--- src/rtl/asoc_pkg.sv ---
package asoc_pkg;

   localparam int TIME_BITS_DEFAULT  = 32;
   localparam int RISK_BITS_DEFAULT  = 16;
   localparam int COUNT_BITS_DEFAULT = 32;

   localparam longint unsigned RISK_THRESHOLD_RESET = 64'd32768;

   typedef logic [1:0] reg_index_type;

   localparam reg_index_type REG_RISK_THRESHOLD  = 2'd0;
   localparam reg_index_type REG_SNOOZE_TICKS    = 2'd1;
   localparam reg_index_type REG_DETECTION_TICKS = 2'd2;

endpackage

--- src/rtl/alert_snooze_outcome_counter_top.sv ---
// Scores alert streams one sample per beat: each sample is checked against the
// risk threshold and the snooze boundary, classified as a hit or a false alert,
// and the trajectory is scored into episode counters on its last sample. The
// block sustains one sample per cycle while result beats are taken. A sample
// is held in the input register, then the scoring stage loads the result
// register and the trajectory and counter state in the same edge. While a
// result beat is held off, the input register keeps its sample and the input
// stalls once that register is full. The six counters saturate and are shown
// on every result beat as they stand after that sample. The user must write
// registers through the csr_ port only while no sample is in flight; the block
// does not enforce this. first_of_run clears all counters.
module alert_snooze_outcome_counter_top #(
   parameter  int TIME_BITS     = asoc_pkg::TIME_BITS_DEFAULT,
   parameter  int RISK_BITS     = asoc_pkg::RISK_BITS_DEFAULT,
   parameter  int COUNT_BITS    = asoc_pkg::COUNT_BITS_DEFAULT,
   localparam int CSR_DATA_BITS = (TIME_BITS > 32) ? 64 : 32,
   localparam int CSR_ADDR_BITS = (TIME_BITS > 32) ? 5 : 4
) (
   input  logic                     clock,
   input  logic                     reset,

   input  logic                     req_valid,
   output logic                     req_ready,
   input  logic [TIME_BITS-1:0]     req_sample_time,
   input  logic [RISK_BITS-1:0]     req_risk,
   input  logic                     req_has_event,
   input  logic [TIME_BITS-1:0]     req_event_tick,
   input  logic                     req_first_of_trajectory,
   input  logic                     req_last_of_trajectory,
   input  logic                     req_first_of_run,

   output logic                     rsp_valid,
   input  logic                     rsp_ready,
   output logic                     rsp_alert,
   output logic                     rsp_alert_is_hit,
   output logic [COUNT_BITS-1:0]    rsp_episode_tp_count,
   output logic [COUNT_BITS-1:0]    rsp_episode_fn_count,
   output logic [COUNT_BITS-1:0]    rsp_episode_fp_count,
   output logic [COUNT_BITS-1:0]    rsp_episode_tn_count,
   output logic [COUNT_BITS-1:0]    rsp_prediction_tp_count,
   output logic [COUNT_BITS-1:0]    rsp_prediction_fp_count,

   input  logic                     csr_psel,
   input  logic                     csr_penable,
   input  logic                     csr_pwrite,
   input  logic [CSR_ADDR_BITS-1:0] csr_paddr,
   input  logic [CSR_DATA_BITS-1:0] csr_pwdata,
   output logic [CSR_DATA_BITS-1:0] csr_prdata,
   output logic                     csr_pready
);
   import asoc_pkg::*;

   localparam int EP_TP = 0;
   localparam int EP_FN = 1;
   localparam int EP_FP = 2;
   localparam int EP_TN = 3;
   localparam int PR_TP = 4;
   localparam int PR_FP = 5;
   localparam int NUM_COUNTERS = 6;

   logic [RISK_BITS-1:0] risk_threshold;
   logic [TIME_BITS-1:0] snooze_ticks;
   logic [TIME_BITS-1:0] detection_ticks;

   asoc_csr #(
      .TIME_BITS (TIME_BITS),
      .RISK_BITS (RISK_BITS),
      .DATA_BITS (CSR_DATA_BITS),
      .ADDR_BITS (CSR_ADDR_BITS)
   ) u_csr (
      .clock           (clock),
      .reset           (reset),
      .psel            (csr_psel),
      .penable         (csr_penable),
      .pwrite          (csr_pwrite),
      .paddr           (csr_paddr),
      .pwdata          (csr_pwdata),
      .prdata          (csr_prdata),
      .pready          (csr_pready),
      .risk_threshold  (risk_threshold),
      .snooze_ticks    (snooze_ticks),
      .detection_ticks (detection_ticks)
   );

   // input stage
   logic                 in_valid_ff;
   logic [TIME_BITS-1:0] time_ff;
   logic [RISK_BITS-1:0] risk_ff;
   logic                 has_event_ff;
   logic [TIME_BITS-1:0] event_ff;
   logic                 first_traj_ff;
   logic                 last_traj_ff;
   logic                 first_run_ff;

   // scoring state and result
   logic [TIME_BITS:0]    snooze_until_ff, snooze_until_in;
   logic                  alerted_ff, alerted_in;
   logic                  traj_alert_ff, traj_alert_in;
   logic                  traj_hit_ff, traj_hit_in;
   logic [COUNT_BITS-1:0] count_ff [NUM_COUNTERS];
   logic [COUNT_BITS-1:0] count_in [NUM_COUNTERS];
   logic                  out_valid_ff;
   logic                  alert_ff, alert_in;
   logic                  hit_ff, hit_in;

   logic advance;
   logic fire;
   logic alerted_eff, traj_alert_eff, traj_hit_eff;
   logic traj_alert_end, traj_hit_end;
   logic [NUM_COUNTERS-1:0] bump;
   logic [TIME_BITS:0] window_end;

   assign advance   = !out_valid_ff || rsp_ready;
   assign fire      = in_valid_ff && advance;
   assign req_ready = !in_valid_ff || advance;

   always_ff @(posedge clock) begin
      if (reset) begin
         in_valid_ff <= 1'b0;
      end else if (req_ready) begin
         in_valid_ff <= req_valid;
      end
   end

   always_ff @(posedge clock) begin
      if (req_valid && req_ready) begin
         time_ff       <= req_sample_time;
         risk_ff       <= req_risk;
         has_event_ff  <= req_has_event;
         event_ff      <= req_event_tick;
         first_traj_ff <= req_first_of_trajectory;
         last_traj_ff  <= req_last_of_trajectory;
         first_run_ff  <= req_first_of_run;
      end
   end

   assign window_end = {1'b0, time_ff} + {1'b0, detection_ticks};

   always_comb begin
      alerted_eff    = alerted_ff    && !first_traj_ff;
      traj_alert_eff = traj_alert_ff && !first_traj_ff;
      traj_hit_eff   = traj_hit_ff   && !first_traj_ff;

      alert_in = (risk_ff > risk_threshold) &&
                 (!alerted_eff || ({1'b0, time_ff} > snooze_until_ff));
      hit_in   = alert_in && has_event_ff && (time_ff < event_ff) &&
                 (window_end >= {1'b0, event_ff});

      snooze_until_in = alert_in ? ({1'b0, time_ff} + {1'b0, snooze_ticks})
                                 : snooze_until_ff;

      traj_alert_end = traj_alert_eff || alert_in;
      traj_hit_end   = traj_hit_eff || hit_in;

      bump        = '0;
      bump[PR_TP] = alert_in && hit_in;
      bump[PR_FP] = alert_in && !hit_in;
      bump[EP_TP] = last_traj_ff && has_event_ff && traj_hit_end;
      bump[EP_FN] = last_traj_ff && has_event_ff && !traj_hit_end;
      bump[EP_FP] = last_traj_ff && !has_event_ff && traj_alert_end;
      bump[EP_TN] = last_traj_ff && !has_event_ff && !traj_alert_end;

      alerted_in    = !last_traj_ff && (alerted_eff || alert_in);
      traj_alert_in = !last_traj_ff && traj_alert_end;
      traj_hit_in   = !last_traj_ff && traj_hit_end;

      for (int k = 0; k < NUM_COUNTERS; k++) begin
         count_in[k] = first_run_ff ? '0 : count_ff[k];
         if (bump[k] && (count_in[k] != '1)) begin
            count_in[k] = count_in[k] + 1'b1;
         end
      end
   end

   always_ff @(posedge clock) begin
      if (reset) begin
         out_valid_ff    <= 1'b0;
         snooze_until_ff <= '0;
         alerted_ff      <= 1'b0;
         traj_alert_ff   <= 1'b0;
         traj_hit_ff     <= 1'b0;
         for (int k = 0; k < NUM_COUNTERS; k++) begin
            count_ff[k] <= '0;
         end
      end else begin
         if (advance) begin
            out_valid_ff <= in_valid_ff;
         end
         if (fire) begin
            snooze_until_ff <= snooze_until_in;
            alerted_ff      <= alerted_in;
            traj_alert_ff   <= traj_alert_in;
            traj_hit_ff     <= traj_hit_in;
            for (int k = 0; k < NUM_COUNTERS; k++) begin
               count_ff[k] <= count_in[k];
            end
         end
      end
   end

   always_ff @(posedge clock) begin
      if (fire) begin
         alert_ff <= alert_in;
         hit_ff   <= hit_in;
      end
   end

   assign rsp_valid               = out_valid_ff;
   assign rsp_alert               = alert_ff;
   assign rsp_alert_is_hit        = hit_ff;
   assign rsp_episode_tp_count    = count_ff[EP_TP];
   assign rsp_episode_fn_count    = count_ff[EP_FN];
   assign rsp_episode_fp_count    = count_ff[EP_FP];
   assign rsp_episode_tn_count    = count_ff[EP_TN];
   assign rsp_prediction_tp_count = count_ff[PR_TP];
   assign rsp_prediction_fp_count = count_ff[PR_FP];

`ifndef SYNTHESIS
   a_hit_needs_alert: assert property (@(posedge clock) disable iff (reset)
      rsp_valid |-> (rsp_alert || !rsp_alert_is_hit))
      else $error("hit reported without alert");

   a_snooze_held: assert property (@(posedge clock) disable iff (reset)
      (fire && !alert_in) |=> $stable(snooze_until_ff))
      else $error("snooze boundary moved without alert");

   a_pred_monotonic: assert property (@(posedge clock) disable iff (reset)
      (fire && !first_run_ff) |=>
         (count_ff[PR_TP] >= $past(count_ff[PR_TP])) &&
         (count_ff[PR_FP] >= $past(count_ff[PR_FP])))
      else $error("prediction counter decreased");

   a_one_episode: assert property (@(posedge clock) disable iff (reset)
      fire |-> $onehot0(bump[EP_TN:EP_TP]))
      else $error("more than one episode outcome per sample");
`endif

endmodule

--- src/rtl/asoc_csr.sv ---
module asoc_csr #(
   parameter int TIME_BITS = asoc_pkg::TIME_BITS_DEFAULT,
   parameter int RISK_BITS = asoc_pkg::RISK_BITS_DEFAULT,
   parameter int DATA_BITS = 32,
   parameter int ADDR_BITS = 4
) (
   input  logic                 clock,
   input  logic                 reset,
   input  logic                 psel,
   input  logic                 penable,
   input  logic                 pwrite,
   input  logic [ADDR_BITS-1:0] paddr,
   input  logic [DATA_BITS-1:0] pwdata,
   output logic [DATA_BITS-1:0] prdata,
   output logic                 pready,
   output logic [RISK_BITS-1:0] risk_threshold,
   output logic [TIME_BITS-1:0] snooze_ticks,
   output logic [TIME_BITS-1:0] detection_ticks
);
   import asoc_pkg::*;

   localparam int ADDR_SHIFT = (DATA_BITS > 32) ? 3 : 2;

   logic [RISK_BITS-1:0] threshold_ff;
   logic [TIME_BITS-1:0] snooze_ff;
   logic [TIME_BITS-1:0] detection_ff;
   reg_index_type        index;
   logic                 write_en;

   assign index    = paddr[ADDR_SHIFT+1:ADDR_SHIFT];
   assign write_en = psel & penable & pwrite;
   assign pready   = 1'b1;

   always_ff @(posedge clock) begin
      if (reset) begin
         threshold_ff <= RISK_BITS'(RISK_THRESHOLD_RESET);
         snooze_ff    <= '0;
         detection_ff <= '0;
      end else if (write_en) begin
         unique case (index)
            REG_RISK_THRESHOLD:  threshold_ff <= pwdata[RISK_BITS-1:0];
            REG_SNOOZE_TICKS:    snooze_ff    <= pwdata[TIME_BITS-1:0];
            REG_DETECTION_TICKS: detection_ff <= pwdata[TIME_BITS-1:0];
            default: ;
         endcase
      end
   end

   always_comb begin
      unique case (index)
         REG_RISK_THRESHOLD:  prdata = DATA_BITS'(threshold_ff);
         REG_SNOOZE_TICKS:    prdata = DATA_BITS'(snooze_ff);
         REG_DETECTION_TICKS: prdata = DATA_BITS'(detection_ff);
         default:             prdata = '0;
      endcase
   end

   assign risk_threshold  = threshold_ff;
   assign snooze_ticks    = snooze_ff;
   assign detection_ticks = detection_ff;

endmodule

--- config.mk ---
export PLATFORM = sky130hd
export DESIGN_NAME = alert_snooze_outcome_counter_top
export DESIGN_NICKNAME = d
export VERILOG_FILES = /design/src/rtl/asoc_pkg.sv /design/src/rtl/alert_snooze_outcome_counter_top.sv /design/src/rtl/asoc_csr.sv
export SDC_FILE = /design/constraint.sdc
export NUM_CORES = 1
export LEC_CHECK = 0
export ABC_AREA = 1
export BUFFER_PORTS_ARGS = -buffer_cell sky130_fd_sc_hd__buf_2
export CAP_MARGIN = 20
export CORE_MARGIN = 2
export CORE_UTILIZATION = 57
export DETAILED_ROUTE_END_ITERATION = 12
export GPL_TIMING_DRIVEN = 0
export HOLD_SLACK_MARGIN = 0.02
export MAX_ROUTING_LAYER = met4
export PLACE_DENSITY_LB_ADDON = 0.05
export SLEW_MARGIN = 15
export SYNTH_ARGS = -nofsm -noshare
export SYNTH_HDL_FRONTEND = slang
export SYNTH_SLANG_ARGS = --single-unit
export TNS_END_PERCENT = 5
--- constraint.sdc ---
create_clock -name clock -period 10.6 [get_ports clock]
set_clock_uncertainty 0.1 [all_clocks]
set_input_delay 0.53 -clock clock [delete_from_list [all_inputs] [get_ports clock]]
set_output_delay 0.53 -clock clock [all_outputs]
set_load 0.03 [all_outputs]
# --- Word-level counts from Yosys, hierarchy flattened ---
# Memory sizes are Yosys's and may differ from the RTL's.
# Index checks and enable logic that the tools add are counted.
totals:
  memories: 1
  ff_bits: 204
  wordCells: 117
  mem_bits_rw: 192
  input_bits: 127
  out_inout_bits: 229
op_classes:
  n_reduce_logical: 46
  add_sub_neg: 8
  n_bitwise: 8
  eq_ne: 8
  n_mux: 24
  order_cmp: 4
mem_list:
  columns: ["memory", "words", "word_bits", "rd", "rd_clocked_by_memory_dff", "write_ports", "line", "rtl"]
  rows:
  - ["count_ff", 6, 32, 6, 0, 6, "alert_snooze_outcome_counter_top.sv:100", "logic [COUNT_BITS-1:0] count_ff [NUM_COUNTERS];"]
ops:
  columns: ["op", "n"]
  rows:
  - ["two-way mux 32 bit", 18]
  - ["adder 32 x 1 -> 32 bit (second input constant)", 6]
  - ["!= test 32 bit (second input constant)", 6]
  - ["case mux 32 bit (3 select lines)", 1]
  - ["adder 32 x 32 -> 33 bit", 2]
  - [">= comparator 33 x 32 -> 1 bit", 1]
  - ["greater-than comparator 32 x 33 -> 1 bit", 1]
  - ["less-than comparator 32 bit", 1]
  - ["logical AND 1 bit", 26]
  - ["greater-than comparator 16 bit", 1]
  - ["logical NOT 1 bit", 9]
  - ["AND reduction 2 bit", 4]
  - ["logical OR 1 bit", 6]
  - ["bitwise OR 1 bit", 6]
  - ["two-way mux 1 bit", 5]
  - ["bitwise AND 1 bit", 2]
  - ["equality test 2 x 1 -> 1 bit (second input constant)", 1]
  - ["equality test 2 bit (second input constant)", 1]
  - ["logical NOT 2 bit", 1]

# --- Longest topological paths before layout ---
# Gate-level depths: netlist of run 1.
logic_depth:
  depth_word: 14
  depth_mapped: 35
  mapped_depth_nobuf: 35

# --- Hierarchy ---
# From an unflattened synthesis of run 1, not the netlist that was laid out.
unflattened:
  cells_unflattened: 4037
  area_unflattened_um2: 28975.3
by_module_without_submodules:
  columns: ["mod", "seq_area_each_um2", "n_inst", "cells_each", "area_per_inst_um2"]
  rows:
  - ["alert_snooze_outcome_counter_top", 9108.7, 1, 3438, 25155.4]
  - ["asoc_csr", 1601.5, 1, 599, 3819.9]

# --- Least setup slack after synthesis of run 1 ---
# No wires, ideal clock.
synth_path:
  path_type: "input -> register"
  startpoint: "input port reset"
  endpoint: "memory count_ff[0][0] (netlist bit), enable pin"
  path_buffers: 1
  t_required_ns: 8.956
  stages: 3
  slack_ns: 4.882
  t_arrival_ns: 4.075
  setup_ns: 1.544
  cell_sequence: "inv_1 clkbuf_1 nand2_1"
synth_rtl:
  columns: ["element", "line", "rtl"]
  rows:
  - ["start: declaration", "alert_snooze_outcome_counter_top.sv:20", "input logic reset,"]
  - ["end: declaration", "alert_snooze_outcome_counter_top.sv:100", null]

==> results_dict.tcl, run 1 <==
set metrics [dict create \
    synth_edf_count 278 \
    fill_cells 4236 \
    htreeDepth 2 \
    syn2layout_area_growth_pct 17.8 \
    synth_fp_nets 4084 \
    async_flop_share 0 \
    use_met3 0.0574 \
    grt_pass1_wl_um 148000 \
    leakage_nw 14.5 \
    dp_hpwl_um 74300 \
    period_needed_ps 6690 \
    critPathMaxFanout 8 \
    max_slew_margin 0.275 \
    worstSetupPathType "flip-flop to flip-flop" \
    dr.pass1.iters 6 \
    place.gp.congestion 1.02 \
    p_total_mw 4.20 \
    cp.arrival_ps 6920 \
    grt_pass1_vias 26600 \
    start_util 0.573 \
    met2_usage 0.628 \
    layout-drive-gt1-share 0.134 \
    rows 81 \
    yosysWarningCount 0 \
    syn_area_per_cell_um2 7.39 \
    critPathCapture "count_ff[0][18]$_SDFFCE_PN0P_" \
    ys_ff_latch 396 \
    vdd_drop_max_mv 0.127 \
    ys_seq_area_frac 0.384 \
    worst-endpoint-required_ps 10830 \
    status "finished, final reports clean" \
    cp_slowest_cell "o21ai_0" \
    dp.cells 4752 \
    tritoncts "built" \
    min_path_type "input port to flip-flop" \
    grtUsageTotal 0.393 \
    finalNonFillerCells 4916 \
    grt_busiest_layer "met2" \
    setup_viol 0 \
    ant_nets 0 \
    grt_overflow 0 \
    period_share 0.631 \
    fin_area_um2 32900 \
    cpPeakStageDelay_ps 860 \
    worst_pin_slew_ps 1080 \
    max_freq_ghz 0.150 \
    ys_types 62 \
    numCtsBuffers 46 \
    worstSkewPairLatency_ps 610 \
    cts_buffer_depth 3 \
    cts_root_buffer "clkbuf_16" \
    synthCells 3774 \
    r2r_cells 29 \
    wl_per_cell_um 20.0 \
    io_buffer_count 352 \
    reg2reg_slack_ps 3910 \
    die_h_um 225 \
    rsz0062_at_grt "false" \
    hold_viol_final 0 \
    vias_per_cell 5.71 \
    grt_use_met1 0.479 \
    wirelength_um 98400 \
    place_area_um2 30500 \
    antenna_found_initial 1 \
    setup_tns_ps 0 \
    worst_setup_path_end_kind "flip-flop" \
    pre_cts_ws_ps 4170 \
    setup_slack_ps 3910 \
    maxSlewViolCount 0 \
    cts.sinks 396 \
    clk_pin_slew_ps 60 \
    synth_area_um2 27900 \
    cp-startpoint "time_ff[1]$_DFFE_PP_" \
    ctsResizeCount 0 \
    worstSetupStartpointType "flip-flop" \
    r2r_end "count_ff[0][18]$_SDFFCE_PN0P_" \
    drc_errors 0 \
    hold_start "req_event_tick[26]" \
    final_nets 4565 \
    cpMostUsedCell "nand2_1" \
    grt_max_degree 62 \
    regArea_um2 10700 \
    coreArea_um2 48600 \
    die_area_um2 50700 \
    vias 28100 \
    io_pins 356 \
    powerDensity_nw_per_um2 128 \
    drv_cap 0 \
    synth_top_flop_cell "edfxtp_1" \
    drtIter0Drc 2619 \
    fp.dieW_um 225 \
    multiInputGateArea_um2 14500 \
    reg2reg_from "time_ff[1]$_DFFE_PP_" \
]
-- power breakdown --
group	switching [mW]	internal, mW	leakage [nW]	total, mW
registers	0.0697	1.74	3.84	1.81
clock network	0.693	0.950	0.769	1.64
logic	0.516	0.225	9.84	0.742
-- kinds of logic (layout without fill, tap and decap cells) --
kind of cell,Yosys count,in the layout,synth area share
AND/OR/NAND/NOR,1797,1797,0.279
buffers and inverters,672,1191,0.0981
AO/OA/AOI/OAI,610,610,0.120
flip-flops,396,396,0.384
adder cells (fa/ha/maj),183,183,0.0826
XOR/XNOR,115,115,0.0361
other,1,2,0.000134
-- sequential cells by signal, indices dropped and copies added (netlist names), 16 cells and up --
register               cells
count_ff                 192
event_ff                  32
risk_ff                   16
snooze_until_ff           33
time_ff                   32
u_csr.detection_ticks     32
u_csr.risk_threshold      16
u_csr.snooze_ticks        32
-- worst min-delay path by stage --
stage | endpoint | slack (ps) | cells past startpoint
floorplan | snooze_until_ff[10]$_SDFFE_PP0P_ | 330 | 2
CTS | time_ff[24]$_DFFE_PP_ | 20 | 1
global placement | snooze_until_ff[15]$_SDFFE_PP0P_ | 350 | 2
finish | event_ff[26]$_DFFE_PP_ | 30 | 1
detailed placement | snooze_until_ff[16]$_SDFFE_PP0P_ | 360 | 2
global route | event_ff[26]$_DFFE_PP_ | 20 | 1
-- critical path: cells and delay by family, from the launching register on --
family                     cells  cell delay [ps]
AOI/OAI and AO/OA              6             2060
DFF                            1              520
and+or+nand+nor               18             2580
adders and majority gates      2              780
xor gates and xnor gates       1              120
buffers and inverters          2              260
-- stage by stage --
stage | util | hold WS [ps]
finish | 0.676 | 32.8
global route | 0.676 | 20.8
CTS | 0.676 | 20.1
detailed placement | 0.628 | 356
global placement | 0.626 | 347
floorplan | - | 333
-- cells in the mapped netlist, types with 4 or more instances --
master / count / area, µm²
a21boi_0: 7 / 52.6
a21o_1: 11 / 82.6
a21oi_1: 285 / 1430
a22o_1: 16 / 140
a31oi_1: 21 / 131
and3_1: 4 / 25.0
buf_1: 16 / 60.1
buf_2: 10 / 50.1
buf_4: 12 / 90.1
buf_6: 16 / 180
clkbuf_1: 60 / 225
dfxtp_1: 118 / 2360
edfxtp_1: 278 / 8350
ha_1: 181 / 2260
inv_1: 535 / 2010
inv_2: 20 / 75.1
nand2_1: 699 / 2620
nand2_2: 17 / 106
nand3_1: 125 / 626
nand3_2: 6 / 60.1
nand3b_1: 6 / 45.0
nand4_1: 97 / 607
nor2_1: 652 / 2450
nor2_2: 19 / 119
nor2_4: 5 / 56.3
nor3_1: 97 / 485
nor3_2: 17 / 170
nor3b_1: 7 / 52.6
nor4_1: 29 / 181
o211ai_1: 18 / 135
o21a_1: 13 / 97.6
o21ai_0: 198 / 991
o21ai_1: 18 / 90.1
o21bai_1: 6 / 45.0
xnor2_1: 29 / 254
xor2_1: 86 / 753
-- layout make-up --
cell class              count  area share
diodes                      1   0.0000761
plain buffers             116      0.0196
clock buffers              65      0.0416
clock inverters            21     0.00548
inverters                 556      0.0637
multi-input cells        2706       0.440
flip-flops and latches    396       0.326
well taps                 622      0.0237
repair buffers            433      0.0802
-- layout by cell type (no fill, tap or decap), types with 17 or more instances in the layout --
cell / Yosys / routed
inv_1: 535 / 534
nor3_2: 17 / 17
clkbuf_16: 0 / 48
nor4_1: 29 / 29
dlygate4sd3_1: 0 / 77
nor3_1: 97 / 97
nand4_1: 97 / 97
buf_2: 10 / 362
xnor2_1: 29 / 29
nor2_1: 652 / 652
a21oi_1: 285 / 285
nand2_2: 17 / 17
nand3_1: 125 / 125
xor2_1: 86 / 86
nor2_2: 19 / 19
o21ai_1: 18 / 18
o21ai_0: 198 / 198
ha_1: 181 / 181
nand2_1: 699 / 698
inv_2: 20 / 20
edfxtp_1: 278 / 278
dfxtp_1: 118 / 118
clkbuf_1: 60 / 66
o211ai_1: 18 / 18
a31oi_1: 21 / 21
-- what timing repair did --
action / 4_1_cts / 5_1_grt
setup buffers: 0 / 0
hold endpoints to repair: 77 / 0
hold buffers: 77 / 0
-- metal layers --
layer / vias up / share of wire
met2: 1325 / 0.46
met4: 0 / 0.061
met1: 13000 / 0.40
met3: 310 / 0.083
met5: - / 0
li1: 13500 / -
Power figures use the tool's default switching activity.
==> run 2: changes to the inputs <==
- clock period: 10.6 -> 6.8 ns (I/O delays scaled with it)
==> run 2 against run 1 <==
Compared with the run above:
- setup slack worse by 3600 ps
- fmax rose by 3.2%
- global-route usage rose by 0.53 points
- die area unchanged
- routed wire length is 1.4% higher
- non-clock buffer count increased by 43
- critical path depth did not move
- design area grew 1.3%
- first-iteration DRC count is essentially flat
- core utilization increased by 0.88 points
==> results_dict.tcl, run 2 (synthesized netlist as in run 1, its figures left out) <==
set metrics [dict create \
    setup_viol 0 \
    place.gp.congestion 1.02 \
    top_layer "met4" \
    worst_pin_slew_ps 1070 \
    vias 28300 \
    worst_setup_path_end_kind "flip-flop" \
    whs_endpoint "u_csr.risk_threshold[15]$_SDFFE_PP1P_" \
    period_share 0.953 \
    cts.sinks 396 \
    setup_tns_ps 0 \
    cts_root_buffer "clkbuf_16" \
    drc_errors 0 \
    grt_max_degree 62 \
    regMostFlops "count_ff" \
    place_area_um2 30500 \
    ant_nets 0 \
    die_h_um 225 \
    cts_buffer_depth 3 \
    layout-drive-gt1-share 0.133 \
    rows 81 \
    wl_met3_um 8570 \
    period_needed_ps 6480 \
    vias_per_cell 5.71 \
    r2r_end "count_ff[0][18]$_SDFFCE_PN0P_" \
    dr.pass1.iters 5 \
    start_util 0.573 \
    largest_reg_flops 192 \
    holdPathStages 4 \
    final_cell_mix "698 x nand2_1, 652 x nor2_1, 534 x inv_1" \
    clk_pin_slew_ps 60 \
    r2r_cells 29 \
    vdd_drop_max_mv 0.210 \
    maxSlewViolCount 0 \
    hold_start "csr_penable" \
    numCtsBuffers 46 \
    coreArea_um2 48600 \
    setup_slack_ps 320 \
    cp.arrival_ps 6720 \
    utilization 0.685 \
    htreeDepth 2 \
    fin_area_um2 33300 \
    whs_ps 272 \
    worstSkewPairLatency_ps 620 \
    worstSetupStartpointType "flip-flop" \
    wl_met2_um 45400 \
    grt_pass1_vias 27000 \
    cp_slowest_cell "o21ai_1" \
    grtUsageTotal 0.398 \
    dp_hpwl_um 74300 \
    drt-met1-wl_um 39200 \
    cpMostUsedCell "nand2_1" \
    max_slew_margin 0.286 \
    final_nets 4608 \
    reg2reg_slack_ps 320 \
    tritoncts "built" \
    worst-endpoint-required_ps 7040 \
    max_freq_ghz 0.154 \
    cpPeakStageDelay_ps 590 \
    reg2reg_from "time_ff[1]$_DFFE_PP_" \
    cts_setup_buffers 0 \
    critPathMaxFanout 8 \
    grt_pass1_wl_um 150000 \
    die_area_um2 50700 \
    fp.dieW_um 225 \
    wl_per_cell_um 20.1 \
    rsz0062_at_grt "false" \
    io_pins 356 \
    syn2layout_area_growth_pct 19.4 \
    final_common_cell "nand2_1" \
    io_buffer_count 352 \
    wirelength_um 99800 \
    drtIter0Drc 2620 \
    pre_cts_ws_ps 366 \
    min_path_type "input port to flip-flop" \
    worstSetupPathType "flip-flop to flip-flop" \
    status "finished, final reports clean" \
    reg_top3 "count_ff: 192 flops, snooze_until_ff: 33 flops" \
    antenna_found_initial 1 \
    hold_viol_final 0 \
    drv_cap 0 \
    leakage_nw 14.6 \
    grt_overflow 0 \
    powerDensity_nw_per_um2 197 \
]
==> run 2: worst max path at each step <==
stage,from,to,slack (ps),depth (start not counted)
after floorplan,rsp_valid$_SDFFE_PP0P_,count_ff[0][0]$_SDFFCE_PN0P_,1240,3
final,time_ff[1]$_DFFE_PP_,count_ff[0][18]$_SDFFCE_PN0P_,320,29
after global placement,reset,count_ff[0][35]$_SDFFCE_PN0P_,-1630,4
after detailed placement,time_ff[1]$_DFFE_PP_,count_ff[0][18]$_SDFFCE_PN0P_,370,29
after global routing,time_ff[1]$_DFFE_PP_,count_ff[0][10]$_SDFFCE_PN0P_,110,30
after CTS,time_ff[1]$_DFFE_PP_,count_ff[0][18]$_SDFFCE_PN0P_,330,29
==> run 2: layout make-up <==
cell class	count	area [µm²]
clock inverter	21	180
tap	622	778
fill	4151	15300
antenna	1	2.50
clock buffer	65	1370
multi-input combinational	2706	14500
timing repair buffer	476	3070
buffer	116	646
sequential	396	10700
inverter	556	2090
==> run 2: where the power goes <==
part / internal, mW / total [mW] / switching, mW / leakage (nW)
Clock: 1.48 / 2.56 / 1.08 / 0.769
Combinational: 0.368 / 1.18 / 0.812 / 10.0
Sequential: 2.72 / 2.82 / 0.109 / 3.84
==> run 2: worst max-delay path: cells and delay by family, from the launching register on <==
kind	cells	cell delay, ps
XOR/XNOR	1	130
AND/OR/NAND/NOR	18	2610
buffers and inverters	2	260
AO/OA/AOI/OAI	6	1750
adder cells (fa/ha/maj)	2	790
flip-flops	1	530
==> run 2: what timing repair did <==
item | 4_1_cts | 5_1_grt
gates resized for setup | 0 | 1
hold endpoints to repair | 165 | 0
setup endpoints to repair | 0 | 89
hold buffers | 120 | 0
==> run 2: metal layers <==
metal	up-vias	global-route usage
met1	13000	0.482
li1	13600	-
met2	1382	0.635
met4	0	0.234
met5	-	-
met3	345	0.0578
==> run 2: per-stage QoR <==
step | power (mW) | cells
after floorplan | 3.57 | 3774
after global placement | 3.96 | 4748
after detailed placement | 3.96 | 4752
after CTS | 6.53 | 4958
after global routing | 6.77 | 4959
final | 6.57 | 4959
